### src/rtl/core/llx_pkg.sv
// Shared types and constants of the light-sensor lux estimator.
// Holds the sequencer states, divider handshake structs and fixed-point constants.
// No dependencies.
package llx_pkg;

  localparam int DIV_W = 32;   // dividend and quotient width of the shared divider
  localparam int DVS_W = 16;   // divisor width of the shared divider
  localparam int MUL_W = 34;   // signed operand width of the shared multiplier
  localparam int E_W   = 44;   // signed width of the base-2 exponent in Q.32
  localparam int FS_W  = 16;   // full-scale and log argument width
  localparam int FRAC_W = 20;  // fraction bits of the log2 result
  localparam int LOG_W = 24;   // log2 result, 4 integer and 20 fraction bits

  localparam logic [4:0] LOG_LAST_STEP = 5'd19;
  localparam logic [3:0] EXP_LAST_TERM = 4'd12;

  localparam logic [30:0] LOG2E_Q30 = 31'd1549082005;
  localparam logic [31:0] LN2_Q32   = 32'd2977044471;

  localparam logic [2:0] REG_FULL_SCALE   = 3'd0;
  localparam logic [2:0] REG_MODEL_WEIGHT = 3'd1;
  localparam logic [2:0] REG_MODEL_BIAS   = 3'd2;
  localparam logic [2:0] REG_DIM_LIMIT    = 3'd3;
  localparam logic [2:0] REG_COZY_LIMIT   = 3'd4;
  localparam logic [2:0] REG_BRIGHT_LIMIT = 3'd5;

  localparam logic [1:0] CLASS_DARK       = 2'd0;
  localparam logic [1:0] CLASS_COZY       = 2'd1;
  localparam logic [1:0] CLASS_FUNCTIONAL = 2'd2;
  localparam logic [1:0] CLASS_INTENSE    = 2'd3;

  typedef enum logic [4:0] {
    ST_IDLE,
    ST_AVG_GO,
    ST_AVG_WAIT,
    ST_PCT_GO,
    ST_PCT_WAIT,
    ST_LOG_INIT,
    ST_LOG_MUL,
    ST_LOG_UPD,
    ST_E_MUL1,
    ST_E_MUL2,
    ST_E_SUM,
    ST_Y_MUL,
    ST_Y_GET,
    ST_T_MUL,
    ST_T_DIV,
    ST_T_WAIT,
    ST_SHIFT,
    ST_FINISH
  } llx_state_e;

  typedef struct packed {
    logic             start;
    logic [DIV_W-1:0] dividend;
    logic [DVS_W-1:0] divisor;
  } llx_div_req_t;

  typedef struct packed {
    logic             done;
    logic [DIV_W-1:0] quotient;
  } llx_div_rsp_t;

endpackage

### src/rtl/core/ldr_lux_estimator.sv
// Top level of the light-sensor lux estimator: sample averaging and the lux sequencer.
// Depends on llx_pkg and on the shared divider llx_div.
//
// Samples are summed one per transfer, and a sample that does not complete a block
// leaves the estimator ready for the next one. The sample that completes a block of
// SAMPLES_PER_AVERAGE starts the result sequence, during which no sample is taken;
// its length is set mostly by the shared one-bit-per-cycle divider (the percent and
// twelve Taylor-term divisions) plus two 20-step log2 squaring loops on the shared
// multiplier. The average itself is a reciprocal multiplication on the shared
// multiplier. A zero average or a saturating exponent ends the sequence early. A
// finished result sits in the output register until its transfer, so new samples are
// accepted meanwhile; the sequence only waits at its last step if the previous
// result has not yet been taken.
module ldr_lux_estimator import llx_pkg::*; #(
  parameter int SAMPLES_PER_AVERAGE = 8,
  parameter int SAMPLE_BITS         = 12
) (
  input  logic                   clk_i,
  input  logic                   rst_ni,
  input  logic                   in_valid_i,
  output logic                   in_ready_o,
  input  logic [SAMPLE_BITS-1:0] adc_sample_i,
  output logic                   out_valid_o,
  input  logic                   out_ready_i,
  output logic [SAMPLE_BITS-1:0] average_raw_o,
  output logic [9:0]             percent_tenths_o,
  output logic [31:0]            lux_estimate_o,
  output logic                   lux_saturated_o,
  output logic [1:0]             light_class_o,
  input  logic                   cfg_we_i,
  input  logic [2:0]             cfg_index_i,
  input  logic [31:0]            cfg_data_i
);

  localparam int CNT_W = $clog2(SAMPLES_PER_AVERAGE);
  localparam int SUM_W = SAMPLE_BITS + CNT_W;

  // The average is floor(sum * AVG_RECIP / 2^AVG_SHIFT), which is exact for every
  // sum below 2^SUM_W because the reciprocal is rounded up.
  localparam int     AVG_SHIFT = SUM_W + CNT_W;
  localparam longint AVG_RECIP = ((longint'(1) <<< AVG_SHIFT) + SAMPLES_PER_AVERAGE - 1)
                                 / SAMPLES_PER_AVERAGE;

  // Configuration registers.
  logic [15:0]        full_scale_q;
  logic signed [15:0] weight_q;
  logic signed [23:0] bias_q;
  logic [31:0]        dim_q, cozy_q, bright_q;

  always_ff @(posedge clk_i or negedge rst_ni) begin
    if (!rst_ni) begin
      full_scale_q <= 16'd4095;
      weight_q     <= 16'sd4096;
      bias_q       <= '0;
      dim_q        <= 32'd12800;
      cozy_q       <= 32'd38400;
      bright_q     <= 32'd128000;
    end else if (cfg_we_i) begin
      case (cfg_index_i)
        REG_FULL_SCALE:   full_scale_q <= cfg_data_i[15:0];
        REG_MODEL_WEIGHT: weight_q     <= signed'(cfg_data_i[15:0]);
        REG_MODEL_BIAS:   bias_q       <= signed'(cfg_data_i[23:0]);
        REG_DIM_LIMIT:    dim_q        <= cfg_data_i;
        REG_COZY_LIMIT:   cozy_q       <= cfg_data_i;
        REG_BRIGHT_LIMIT: bright_q     <= cfg_data_i;
        default: ;
      endcase
    end
  end

  // Full scale values below two behave as two.
  logic [15:0] fs_eff;
  assign fs_eff = (full_scale_q < 16'd2) ? 16'd2 : full_scale_q;

  llx_state_e state_q, state_d;

  // Accumulator and working registers.
  logic [SUM_W-1:0]       sum_q;
  logic [CNT_W-1:0]       cnt_q;
  logic [SAMPLE_BITS-1:0] avg_q;
  logic [9:0]             pct_q;
  logic [FS_W-1:0]        r_q;
  logic                   log_sel_q;
  logic [3:0]             lk_q;
  logic [FRAC_W-1:0]      frac_q;
  logic [4:0]             lstep_q;
  logic [31:0]            m_q;
  logic [LOG_W-1:0]       la_q, lb_q;
  logic signed [E_W-1:0]  e_q;
  logic signed [11:0]     n_q;
  logic [31:0]            f_q, y_q;
  logic [32:0]            term_q;
  logic [33:0]            esum_q;
  logic [3:0]             k_q;
  logic [31:0]            lux_q;
  logic                   sat_q;
  logic signed [2*MUL_W-1:0] prod_q;

  // Output register.
  logic                   out_valid_q;
  logic [SAMPLE_BITS-1:0] out_avg_q;
  logic [9:0]             out_pct_q;
  logic [31:0]            out_lux_q;
  logic                   out_sat_q;
  logic [1:0]             out_cls_q;

  logic in_fire, last_sample, out_free;
  assign in_fire     = in_valid_i && in_ready_o;
  assign last_sample = cnt_q == CNT_W'(SAMPLES_PER_AVERAGE - 1);
  assign out_free    = !out_valid_q || out_ready_i;

  // Shared divider.
  llx_div_req_t div_req;
  llx_div_rsp_t div_rsp;

  llx_div u_div (
    .clk_i  (clk_i),
    .rst_ni (rst_ni),
    .req_i  (div_req),
    .rsp_o  (div_rsp)
  );

  // Derived datapath values.
  logic [FS_W-1:0]       avg16;
  logic [31:0]           avg_x1000;
  logic [FS_W-1:0]       r_next;
  logic [FS_W-1:0]       log_x;
  logic [3:0]            log_msb;
  logic [31:0]           msq;
  logic [FRAC_W-1:0]     frac_next;
  logic signed [LOG_W:0] lr;
  logic signed [E_W-1:0] bias_term, t_val;
  logic signed [11:0]    n_next;
  logic [11:0]           n_neg;
  logic [63:0]           esum_wide;
  logic [31:0]           lux_shift;
  logic [1:0]            cls;

  always_comb begin
    avg16     = FS_W'(avg_q);
    avg_x1000 = (32'(avg16) << 10) - (32'(avg16) << 5) + (32'(avg16) << 3);
    r_next    = (avg16 > fs_eff - 16'd1) ? fs_eff - 16'd1 : avg16;
    log_x     = log_sel_q ? r_q : fs_eff - r_q;
    log_msb   = '0;
    for (int i = 0; i < FS_W; i++) begin
      if (log_x[i]) log_msb = 4'(i);
    end
    // One squaring step of the normalized mantissa.
    msq       = prod_q[61:30];
    frac_next = {frac_q[FRAC_W-2:0], msq[31]};
    lr        = signed'({1'b0, la_q}) - signed'({1'b0, lb_q});
    bias_term = E_W'(prod_q >>> 14);
    t_val     = e_q + bias_term + (E_W'(1) <<< 35);
    n_next    = t_val[E_W-1:32];
    n_neg     = 12'(-n_q);
    esum_wide = 64'(esum_q);
    if (!n_q[11]) begin
      lux_shift = 32'((esum_wide << n_q[4:0]) >> 32);
    end else if (n_neg > 12'd31) begin
      lux_shift = '0;
    end else begin
      lux_shift = 32'(esum_wide >> (6'd32 + n_neg[5:0]));
    end
    if (lux_q < dim_q) cls = CLASS_DARK;
    else if (lux_q < cozy_q) cls = CLASS_COZY;
    else if (lux_q < bright_q) cls = CLASS_FUNCTIONAL;
    else cls = CLASS_INTENSE;
  end

  // Next state.
  always_comb begin
    state_d = state_q;
    case (state_q)
      ST_IDLE:     if (in_fire && last_sample) state_d = ST_AVG_GO;
      ST_AVG_GO:   state_d = ST_AVG_WAIT;
      ST_AVG_WAIT: state_d = ST_PCT_GO;
      ST_PCT_GO:   state_d = ST_PCT_WAIT;
      ST_PCT_WAIT: begin
        if (div_rsp.done) state_d = (r_q == '0) ? ST_FINISH : ST_LOG_INIT;
      end
      ST_LOG_INIT: state_d = ST_LOG_MUL;
      ST_LOG_MUL:  state_d = ST_LOG_UPD;
      ST_LOG_UPD: begin
        if (lstep_q != LOG_LAST_STEP) state_d = ST_LOG_MUL;
        else if (!log_sel_q) state_d = ST_LOG_INIT;
        else state_d = ST_E_MUL1;
      end
      ST_E_MUL1:   state_d = ST_E_MUL2;
      ST_E_MUL2:   state_d = ST_E_SUM;
      ST_E_SUM:    state_d = (n_next >= 12'sd32) ? ST_FINISH : ST_Y_MUL;
      ST_Y_MUL:    state_d = ST_Y_GET;
      ST_Y_GET:    state_d = ST_T_MUL;
      ST_T_MUL:    state_d = ST_T_DIV;
      ST_T_DIV:    state_d = ST_T_WAIT;
      ST_T_WAIT: begin
        if (div_rsp.done) state_d = (k_q == EXP_LAST_TERM) ? ST_SHIFT : ST_T_MUL;
      end
      ST_SHIFT:    state_d = ST_FINISH;
      ST_FINISH:   if (out_free) state_d = ST_IDLE;
      default:     state_d = ST_IDLE;
    endcase
  end

  // Sequencer outputs: handshake, divider request and multiplier operands.
  logic signed [MUL_W-1:0] mul_a, mul_b;

  always_comb begin
    in_ready_o       = 1'b0;
    div_req.start    = 1'b0;
    div_req.dividend = '0;
    div_req.divisor  = 16'd1;
    mul_a            = '0;
    mul_b            = '0;
    case (state_q)
      ST_IDLE: in_ready_o = 1'b1;
      ST_AVG_GO: begin
        mul_a = signed'(MUL_W'(sum_q));
        mul_b = MUL_W'(AVG_RECIP);
      end
      ST_PCT_GO: begin
        div_req.start    = 1'b1;
        div_req.dividend = avg_x1000;
        div_req.divisor  = fs_eff;
      end
      ST_LOG_MUL: begin
        mul_a = signed'({2'b0, m_q});
        mul_b = signed'({2'b0, m_q});
      end
      ST_E_MUL1: begin
        mul_a = MUL_W'(weight_q);
        mul_b = MUL_W'(lr);
      end
      ST_E_MUL2: begin
        mul_a = MUL_W'(bias_q);
        mul_b = signed'({3'b0, LOG2E_Q30});
      end
      ST_Y_MUL: begin
        mul_a = signed'({2'b0, f_q});
        mul_b = signed'({2'b0, LN2_Q32});
      end
      ST_T_MUL: begin
        mul_a = signed'({1'b0, term_q});
        mul_b = signed'({2'b0, y_q});
      end
      ST_T_DIV: begin
        div_req.start    = 1'b1;
        div_req.dividend = prod_q[63:32];
        div_req.divisor  = DVS_W'(k_q);
      end
      default: ;
    endcase
  end

  always_ff @(posedge clk_i) begin
    prod_q <= mul_a * mul_b;
  end

  always_ff @(posedge clk_i or negedge rst_ni) begin
    if (!rst_ni) begin
      state_q     <= ST_IDLE;
      sum_q       <= '0;
      cnt_q       <= '0;
      out_valid_q <= 1'b0;
    end else begin
      state_q <= state_d;
      if (in_fire) begin
        sum_q <= sum_q + SUM_W'(adc_sample_i);
        cnt_q <= last_sample ? '0 : cnt_q + CNT_W'(1);
      end else if (state_q == ST_AVG_GO) begin
        sum_q <= '0;
      end
      if (state_q == ST_FINISH && out_free) out_valid_q <= 1'b1;
      else if (out_ready_i) out_valid_q <= 1'b0;
    end
  end

  // Datapath registers.
  always_ff @(posedge clk_i) begin
    case (state_q)
      ST_AVG_WAIT: avg_q <= SAMPLE_BITS'(prod_q >>> AVG_SHIFT);
      ST_PCT_GO: begin
        r_q       <= r_next;
        log_sel_q <= 1'b0;
      end
      ST_PCT_WAIT: begin
        if (div_rsp.done) begin
          pct_q <= (div_rsp.quotient > 32'd1000) ? 10'd1000 : div_rsp.quotient[9:0];
          // A zero reading gives full scale for a positive exponent and zero otherwise.
          sat_q <= weight_q > 16'sd0;
          lux_q <= (weight_q > 16'sd0) ? 32'hFFFF_FFFF : 32'd0;
        end
      end
      ST_LOG_INIT: begin
        lk_q    <= log_msb;
        frac_q  <= '0;
        lstep_q <= '0;
        m_q     <= 32'({16'h0, log_x} << (5'd30 - {1'b0, log_msb}));
      end
      ST_LOG_UPD: begin
        frac_q  <= frac_next;
        lstep_q <= lstep_q + 5'd1;
        m_q     <= msq[31] ? {1'b0, msq[31:1]} : msq;
        if (lstep_q == LOG_LAST_STEP) begin
          log_sel_q <= 1'b1;
          if (!log_sel_q) la_q <= {lk_q, frac_next};
          else lb_q <= {lk_q, frac_next};
        end
      end
      ST_E_MUL2: e_q <= prod_q[E_W-1:0];
      ST_E_SUM: begin
        n_q   <= n_next;
        f_q   <= t_val[31:0];
        sat_q <= n_next >= 12'sd32;
        lux_q <= 32'hFFFF_FFFF;
      end
      ST_Y_GET: begin
        y_q    <= prod_q[63:32];
        term_q <= 33'h1_0000_0000;
        esum_q <= 34'h1_0000_0000;
        k_q    <= 4'd1;
      end
      ST_T_WAIT: begin
        if (div_rsp.done) begin
          term_q <= {1'b0, div_rsp.quotient};
          esum_q <= esum_q + 34'(div_rsp.quotient);
          k_q    <= k_q + 4'd1;
        end
      end
      ST_SHIFT: lux_q <= lux_shift;
      ST_FINISH: begin
        if (out_free) begin
          out_avg_q <= avg_q;
          out_pct_q <= pct_q;
          out_lux_q <= lux_q;
          out_sat_q <= sat_q;
          out_cls_q <= cls;
        end
      end
      default: ;
    endcase
  end

  assign out_valid_o      = out_valid_q;
  assign average_raw_o    = out_avg_q;
  assign percent_tenths_o = out_pct_q;
  assign lux_estimate_o   = out_lux_q;
  assign lux_saturated_o  = out_sat_q;
  assign light_class_o    = out_cls_q;

endmodule

### src/rtl/core/llx_div.sv
// Iterative restoring divider, one quotient bit per cycle.
// Depends on llx_pkg for widths and the request and response structs.
module llx_div import llx_pkg::*; (
  input  logic         clk_i,
  input  logic         rst_ni,
  input  llx_div_req_t req_i,
  output llx_div_rsp_t rsp_o
);

  logic [DVS_W-1:0] rem_q;
  logic [DIV_W-1:0] quo_q;
  logic [DVS_W-1:0] dvs_q;
  logic [5:0]       cnt_q;
  logic             busy_q;
  logic             done_q;
  logic [DVS_W:0]   rem_sh;
  logic             ge;
  logic [DVS_W:0]   rem_sub;

  always_comb begin
    rem_sh  = {rem_q, quo_q[DIV_W-1]};
    ge      = rem_sh >= {1'b0, dvs_q};
    rem_sub = rem_sh - {1'b0, dvs_q};
  end

  always_ff @(posedge clk_i or negedge rst_ni) begin
    if (!rst_ni) begin
      busy_q <= 1'b0;
      done_q <= 1'b0;
      cnt_q  <= '0;
    end else if (req_i.start) begin
      busy_q <= 1'b1;
      done_q <= 1'b0;
      cnt_q  <= '0;
    end else if (busy_q) begin
      cnt_q <= cnt_q + 6'd1;
      if (cnt_q == 6'(DIV_W - 1)) begin
        busy_q <= 1'b0;
        done_q <= 1'b1;
      end
    end else begin
      done_q <= 1'b0;
    end
  end

  always_ff @(posedge clk_i) begin
    if (req_i.start) begin
      rem_q <= '0;
      quo_q <= req_i.dividend;
      dvs_q <= req_i.divisor;
    end else if (busy_q) begin
      rem_q <= ge ? rem_sub[DVS_W-1:0] : rem_sh[DVS_W-1:0];
      quo_q <= {quo_q[DIV_W-2:0], ge};
    end
  end

  assign rsp_o.done     = done_q;
  assign rsp_o.quotient = quo_q;

endmodule

### config.mk
export PLATFORM = sky130hd
export DESIGN_NAME = ldr_lux_estimator
export DESIGN_NICKNAME = d
export VERILOG_FILES = /design/src/rtl/core/llx_pkg.sv /design/src/rtl/core/ldr_lux_estimator.sv /design/src/rtl/core/llx_div.sv
export SDC_FILE = /design/constraint.sdc
export NUM_CORES = 2
export LEC_CHECK = 0
export BUFFER_PORTS_ARGS = -buffer_cell sky130_fd_sc_hd__clkbuf_2
export CAP_MARGIN = 25
export CORE_ASPECT_RATIO = 0.75
export CORE_MARGIN = 2
export CORE_UTILIZATION = 50
export CTS_BUF_LIST = sky130_fd_sc_hd__clkbuf_4
export CTS_CLUSTER_DIAMETER = 50
export CTS_CLUSTER_SIZE = 30
export DETAILED_ROUTE_END_ITERATION = 6
export PLACE_DENSITY = 0.79
export SYNTH_ARGS = -nofsm -noshare
export SYNTH_HDL_FRONTEND = slang
export SYNTH_SLANG_ARGS = --single-unit
export TNS_END_PERCENT = 30
### constraint.sdc
create_clock -name clk_i -period 10 [get_ports clk_i]
set_input_delay 1 -clock clk_i [delete_from_list [all_inputs] [get_ports clk_i]]
set_output_delay 1 -clock clk_i [all_outputs]
set_load 0.1 [all_outputs]
# --- After elaboration in Yosys (flattened, before gate mapping) ---
# Index checks and enable logic that the tools add are counted.
word_totals:
  mem_bits_ro: 0
  ramBits: 0
  regBits: 740
  word_cells: 209
  latchBits: 0
  output_inout_bits: 59
  mem_count: 0
classes:
  eq_ne: 33
  n_lt_le_gt_ge: 10
  bitwise_logic: 1
  div_mod_pow: 0
  addsub: 17
  reduce_logical: 32
  n_mux: 69
  multipliers: 1
  shift: 3
op_table:
  columns: ["cell", "n"]
  rows:
  - ["34-bit case mux with 6 select lines", 2]
  - ["32-bit two-way mux", 6]
  - ["49-bit case mux with 2 select lines", 1]
  - ["32-bit < comparator", 3]
  - ["32-bit case mux with 3 select lines", 1]
  - ["5-bit case mux with 18 select lines", 1]
  - ["4-bit two-way mux", 17]
  - ["34-bit case mux with 2 select lines", 1]
  - ["33-bit case mux with 2 select lines", 1]
  - ["34-bit by 34-bit multiplier with 64-bit output", 1]
  - ["32-bit case mux with 2 select lines", 1]
  - ["34-bit by 5-bit left shift with 64-bit output", 1]
  - ["16-bit two-way mux", 3]
  - ["44-bit by 37-bit adder with 44-bit output (second input constant)", 1]
  - ["44-bit adder", 1]
  - ["5-bit by 4-bit equality test with 1-bit output (second input constant)", 8]
  - ["19-bit case mux with 2 select lines", 1]
  - ["5-bit two-way mux", 7]
  - ["34-bit by 32-bit adder with 34-bit output", 1]
  - ["34-bit two-way mux", 1]
  - ["34-bit by 6-bit >> shifter with 32-bit output", 1]
  - ["33-bit two-way mux", 1]
  - ["32-bit by 10-bit greater-than comparator with 1-bit output (second input constant)", 1]
  - ["16-bit by 5-bit left shift with 32-bit output", 1]
  - ["54 further kinds", 103]

# --- Longest topological paths before layout ---
logic_depth:
  ltp_word: 22
  ltp_mapped: 46
  ltp_nobuf: 45

# --- By module ---
# From an unflattened synthesis, not the netlist that was laid out.
unflattened:
  cells_unflattened: 8244
  hier_area_um2: 80905.1
modules_own_cells:
  columns: ["mod", "area_per_inst_um2", "cells_per_inst", "n_inst", "seq_area_each_um2"]
  rows:
  - ["ldr_lux_estimator", 77040.1, 7904, 1, 18570.3]
  - ["llx_div", 3865.0, 340, 1, 1961.9]

# --- Worst setup path before layout ---
# No wires, ideal clock.
synth_path:
  path_type: "register to register"
  startpoint: "register state_q[2]"
  endpoint: "register prod_q[57]"
  setup_ps: 127
  required_ps: 9873
  t_arrival_ps: 10530
  stages_incl_launch_ff: 40
  period_less_slack_ps: 10657
  path_slack_ps: -657
  cell_sequence: "dfrtp_1 -> clkbuf_1 -> nor2b_1 -> and2_1 -> clkbuf_1 -> nand2_1 -> inv_2 -> clkbuf_1 -> buf_1 -> a221o_1 -> clkbuf_1 -> nand2_1 -> fa_1 -> inv_1 -> fa_1 -> fa_1 -> inv_1 -> fa_1 -> (+4 left out) -> inv_1 -> fa_1 -> inv_1 -> fa_1 -> inv_1 -> ha_1 -> a21o_1 -> a21oi_1 -> o221ai_1 -> nor2_1 -> o21ai_1 -> a31oi_1 -> nor2_1 -> o31a_1 -> a2111o_1 -> a31oi_1 -> o21ai_1 -> xor2_1"
synth_between:
  elab_chain_cells: 3
  word_cells_on_any_way: 9
  classes_between: "mul: 1; eq/ne: 6; mux: 2"
synth_lines:
  columns: ["item", "line", "text"]
  rows:
  - ["from (decl)", "ldr_lux_estimator.sv:75", "llx_state_e state_q, state_d;"]
  - ["from (signal assigned)", "ldr_lux_estimator.sv:265", "state_q <= state_d;"]
  - ["5-bit by 4-bit equality test with 1-bit output, or another cell as far along", "ldr_lux_estimator.sv:214", "case (state_q)"]
  - ["34-bit case mux with 6 select lines", "ldr_lux_estimator.sv:214", null]
  - ["34-bit by 34-bit multiplier with 64-bit output *", "ldr_lux_estimator.sv:255", "prod_q <= mul_a * mul_b;"]
  - ["to (signal assigned)", "ldr_lux_estimator.sv:255", null]
  - ["to (decl)", "ldr_lux_estimator.sv:97", "logic signed [2*MUL_W-1:0] prod_q;"]
# Mark *: on every way between the ends. The rest lies on a longest branch, timed or not.
# A chain may end at the register's enable or synchronous reset.

# --- Worst setup path after layout ---
layout_path:
  startpoint: "register la_q[0]"
  endpoint: "register prod_q[62]"
layout_between:
  elab_chain_cells: 3
layout_lines:
  columns: ["item", "line", "text"]
  rows:
  - ["from (decl)", "ldr_lux_estimator.sv:88", "logic [LOG_W-1:0] la_q, lb_q;"]
  - ["from (signal assigned)", "ldr_lux_estimator.sv:305", "if (!log_sel_q) la_q <= {lk_q, frac_next};"]
  - ["24-bit by 24-bit subtractor with 25-bit output", "ldr_lux_estimator.sv:151", "lr = signed'({1'b0, la_q}) - signed'({1'b0, lb_q});"]
  - ["34-bit case mux with 6 select lines", "ldr_lux_estimator.sv:214", null]
  - ["34-bit by 34-bit multiplier with 64-bit output", "ldr_lux_estimator.sv:255", null]
# No other way between the ends.

==> metrics.yaml <==
outcome:
  outcome: "finished with violations"
  violations: "design-rule violations, negative setup slack"
power:
  power-per-cell-area_nw_per_um2: 64.6
  design_power_total_mw: 5.87
  leakage_nw: 42.0
  max-vdd-ir-drop_v: 0.0000967
synthesis:
  yosysUniqueCellTypes: 117
  ys_seq_elements: 740
  ys.warnings.count: 0
  synth_area_um2: 81200
  synth_async_sr_flop_share: 0.249
  dominantRegCellSynth: "sky130_fd_sc_hd__edfxtp_1"
  synth-seq-area-share: 0.253
  syn_inst: 8314
  syn_avg_cell_area_um2: 9.77
  synth_edf_count: 476
routing:
  avgRoutedWirePerCell_um: 25.3
  post-route-drc-count: 4
  detail_route.vias_per_cell: 5.94
  total_wirelength_mm: 275
  route.antenna.remaining_nets: 0
  number_of_vias_in_the_routed_layout: 64640
  drt-initial-drc-count: 9067
  dr.pass1.iters: 7
floorplanning:
  fp.coreArea_um2: 162000
  die_h_um: 353
  top_level_i_o_count: 111
  chipWidth_um: 469
  initial_utilization: 0.502
  die-area_um2: 166000
  num_rows: 128
clocking:
  cts_made_buffers: 46
  htree_num_levels: 2
  clock_sinks: 740
  worstSkewPairLatency_ps: 1110
  cts_tree: "yes"
  cts_buffer_depth: 3
  cts_root_buffer: "sky130_fd_sc_hd__clkbuf_4"
  clk_pin_slew_worst_paths_ps: 280
critical_path:
  timing.critical_path.buf_inv: 14
  reg2reg_to: "prod_q[62]$_DFF_P_"
  rr_startpoint: "la_q[0]$_DFFE_PP_"
  crit_path_top_delay_cell: "sky130_fd_sc_hd__fa_1"
  critPathRequiredTime_ps: 10970
  setup.worst_path.end_class: "flip-flop"
  reg2regPathDepth: 46
  timing.setup.critical_path_class: "flip-flop to flip-flop"
  worst_ep_arrival_time_ps: 11230
  worst_path_dominant_cell_family: "adder cells"
  timing.critical_path.slowest_cell_delay_ps: 530
  worst_reg2reg_setup_slack_ps: -250
  critPathMaxFanout: 7
  start_kind: "flip-flop"
  critical-path-top-cell-by-count: "sky130_fd_sc_hd__buf_4"
finish:
  mostFrequentLayoutCell: "sky130_fd_sc_hd__inv_1"
  layout_common_cells: "1511 x sky130_fd_sc_hd__inv_1, 1154 x sky130_fd_sc_hd__fa_1, 938 x sky130_fd_sc_hd__nand2_1, 698 x sky130_fd_sc_hd__nor2_1, 494 x sky130_fd_sc_hd__ha_1"
  multi_input_area_um2: 54700
  ff_latch_area_um2: 20500
  areaGrowthSynthToFinish_pct: 11.8
  num-fill-cells: 13696
  finish.net_count: 10452
  final_layout_size_suffix_gt1_frac: 0.147
timing:
  finalSetupViolations: 7
  final_tns_setup_ps: -1040
  fin_worst_skew_ps: 183
  slew_headroom: 0.307
  timing_max_transition_violations_final: 0
  worst_pin_slew_ps: 1030
  rsz_0062_raised_after_global_routing: "true"
  fin_hold_viols: 0
  fmax_ghz: 0.0975
  final.min_clock_period_ps: 10250
  final.setup.worst_slack_ps: -253
  layout_worst_path_cycle_share: 1.03
grt:
  grt_util_all_layers: 0.333
  maximum_number_of_pins_on_one_net_before_global_route_repair: 73
  grt_first_pass_wirelength_mm: 413
  first_global_vias: 64642
  antenna_found_initial: 33
  globalRouteOverflowTotal: 0
hold_path:
  holdPathEnd: "cozy_q[25]$_DFFE_PN0P_"
  hold_path_startpoint: "cfg_data_i[25]"
  hold_class: "input pin to flip-flop"
  min_delay_path_depth: 3
place:
  buffer_ports.inserted: 110
  post-place-ws_ps: -804
  final_gp_congestion: 1.03
  hpwl_mm: 223
flow_run:
  maxCapViolations: 0
==> registers in the layout, summed over array words and instances, names as in the netlist, 16 cells and up <==
name / count
term_q: 33
y_q: 32
dim_q: 32
la_q: 24
lux_estimate_o: 32
full_scale_q: 16
esum_q: 34
weight_q: 16
cozy_q: 32
e_q: 44
u_div.quo_q: 32
m_q: 32
r_q: 16
u_div.rem_q: 16
u_div.dvs_q: 16
lb_q: 24
bright_q: 32
frac_q: 19
f_q: 32
lux_q: 32
bias_q: 24
prod_q: 64
==> cell families (layout without fill, tap and decap cells) <==
family                     after synthesis  in the layout  share of synthesized area
and+or+nand+nor                       2311           2311                      0.126
buffers and inverters                 1921           2328                     0.0897
adders and majority gates             1714           1714                      0.375
AOI/OAI and AO/OA                     1137           1137                     0.0945
DFF                                    740            740                      0.253
muxes                                  268            268                     0.0383
xor gates and xnor gates               222            222                     0.0242
other                                    1             24                  0.0000462
==> worst min-delay path, delay by kind of cell <==
family                 cells  cell delay [ps]
buffers and inverters      1              100
AOI/OAI and AO/OA          1               70
and+or+nand+nor            1               50
==> timing repair <==
| action | 4_1_cts | 5_1_grt |
|---|---|---|
| buffers inserted | 49 | 23 |
| hold buffers | 1 | 0 |
| pin swaps | 126 | 95 |
| hold endpoints to repair | 44 | 0 |
| resized for setup | 147 | 130 |
| endpoints found under the setup margin | 25 | 30 |
==> cell type report <==
type                            count  share of cell area
Inverter                         1545              0.0639
Timing Repair Buffer              697              0.0670
Tap cell                         2145              0.0296
Multi-Input combinational cell   5656               0.602
Sequential cell                   740               0.226
Clock inverter                     36             0.00657
Antenna cell                       20            0.000551
Clock buffer                       50             0.00413
==> synthesized netlist by cell type (21+ instances only) <==
| cell | n | share of area |
|---|---|---|
| sky130_fd_sc_hd__nor2b_1 | 61 | 0.0047 |
| sky130_fd_sc_hd__o211ai_1 | 23 | 0.0021 |
| sky130_fd_sc_hd__nor3_1 | 83 | 0.0051 |
| sky130_fd_sc_hd__o21ai_0 | 279 | 0.017 |
| sky130_fd_sc_hd__nor4_1 | 31 | 0.0024 |
| sky130_fd_sc_hd__mux2_2 | 141 | 0.020 |
| sky130_fd_sc_hd__edfxtp_1 | 476 | 0.18 |
| sky130_fd_sc_hd__a31oi_1 | 30 | 0.0023 |
| sky130_fd_sc_hd__a22oi_1 | 58 | 0.0054 |
| sky130_fd_sc_hd__clkbuf_1 | 317 | 0.015 |
| sky130_fd_sc_hd__a221oi_1 | 28 | 0.0030 |
| sky130_fd_sc_hd__buf_1 | 26 | 0.0012 |
| sky130_fd_sc_hd__xor2_1 | 74 | 0.0080 |
| sky130_fd_sc_hd__nand4_1 | 54 | 0.0042 |
| sky130_fd_sc_hd__ha_1 | 515 | 0.079 |
| sky130_fd_sc_hd__or2_2 | 25 | 0.0019 |
| sky130_fd_sc_hd__dfstp_2 | 26 | 0.0084 |
| sky130_fd_sc_hd__dfrtp_1 | 158 | 0.049 |
| sky130_fd_sc_hd__or3_1 | 34 | 0.0026 |
| sky130_fd_sc_hd__o21bai_1 | 21 | 0.0019 |
| sky130_fd_sc_hd__a21o_1 | 112 | 0.010 |
| sky130_fd_sc_hd__a221o_1 | 31 | 0.0038 |
| sky130_fd_sc_hd__nand3_1 | 95 | 0.0059 |
| sky130_fd_sc_hd__dfxtp_1 | 80 | 0.020 |
| sky130_fd_sc_hd__buf_2 | 26 | 0.0016 |
| sky130_fd_sc_hd__and2_1 | 118 | 0.0091 |
| sky130_fd_sc_hd__mux2i_1 | 107 | 0.013 |
| sky130_fd_sc_hd__nor2_1 | 724 | 0.033 |
| sky130_fd_sc_hd__a211oi_1 | 22 | 0.0020 |
| sky130_fd_sc_hd__nand2b_1 | 68 | 0.0052 |
| sky130_fd_sc_hd__o21a_1 | 40 | 0.0037 |
| sky130_fd_sc_hd__a21oi_1 | 253 | 0.016 |
| sky130_fd_sc_hd__nand2_1 | 943 | 0.044 |
| sky130_fd_sc_hd__a22o_1 | 38 | 0.0041 |
| sky130_fd_sc_hd__inv_1 | 1541 | 0.071 |
| sky130_fd_sc_hd__xnor2_1 | 147 | 0.016 |
| sky130_fd_sc_hd__fa_1 | 1199 | 0.30 |
==> how the worst max path moves through the flow <==
stage,start,end,slack (ps),cells past startpoint
final,la_q[0]$_DFFE_PP_,prod_q[62]$_DFF_P_,-250,46
after global routing,lb_q[8]$_DFFE_PP_,prod_q[62]$_DFF_P_,-560,46
after CTS,la_q[0]$_DFFE_PP_,prod_q[61]$_DFF_P_,-160,45
after detailed placement,la_q[8]$_DFFE_PP_,prod_q[63]$_DFF_P_,-800,41
after global placement,la_q[8]$_DFFE_PP_,prod_q[63]$_DFF_P_,-770,41
after floorplan,state_q[2]$_DFFE_PN0P_,prod_q[57]$_DFF_P_,9,39
==> through the flow <==
step	hold slack, ps	std cells	util	area, um^2
2_1_floorplan	386	8317	-	81200
3_3_place_gp	388	10712	0.544	88000
3_5_place_dp	390	10712	0.544	88000
4_1_cts	56.7	10847	0.556	90100
5_1_grt	99.4	10873	0.561	90800
6_report	141	10889	0.561	90800
==> power breakdown <==
part	internal, mW	switching [mW]	total, mW
Sequential	3.39	0.120	3.51
Clock	0.417	1.24	1.65
Combinational	0.297	0.408	0.705
==> layer usage <==
metal,track usage,part of all wire
met5,0,0.00031
met4,0.0972,0.035
met3,0.118,0.16
met2,0.454,0.40
met1,0.495,0.41
(Power assumes the default switching activity.)
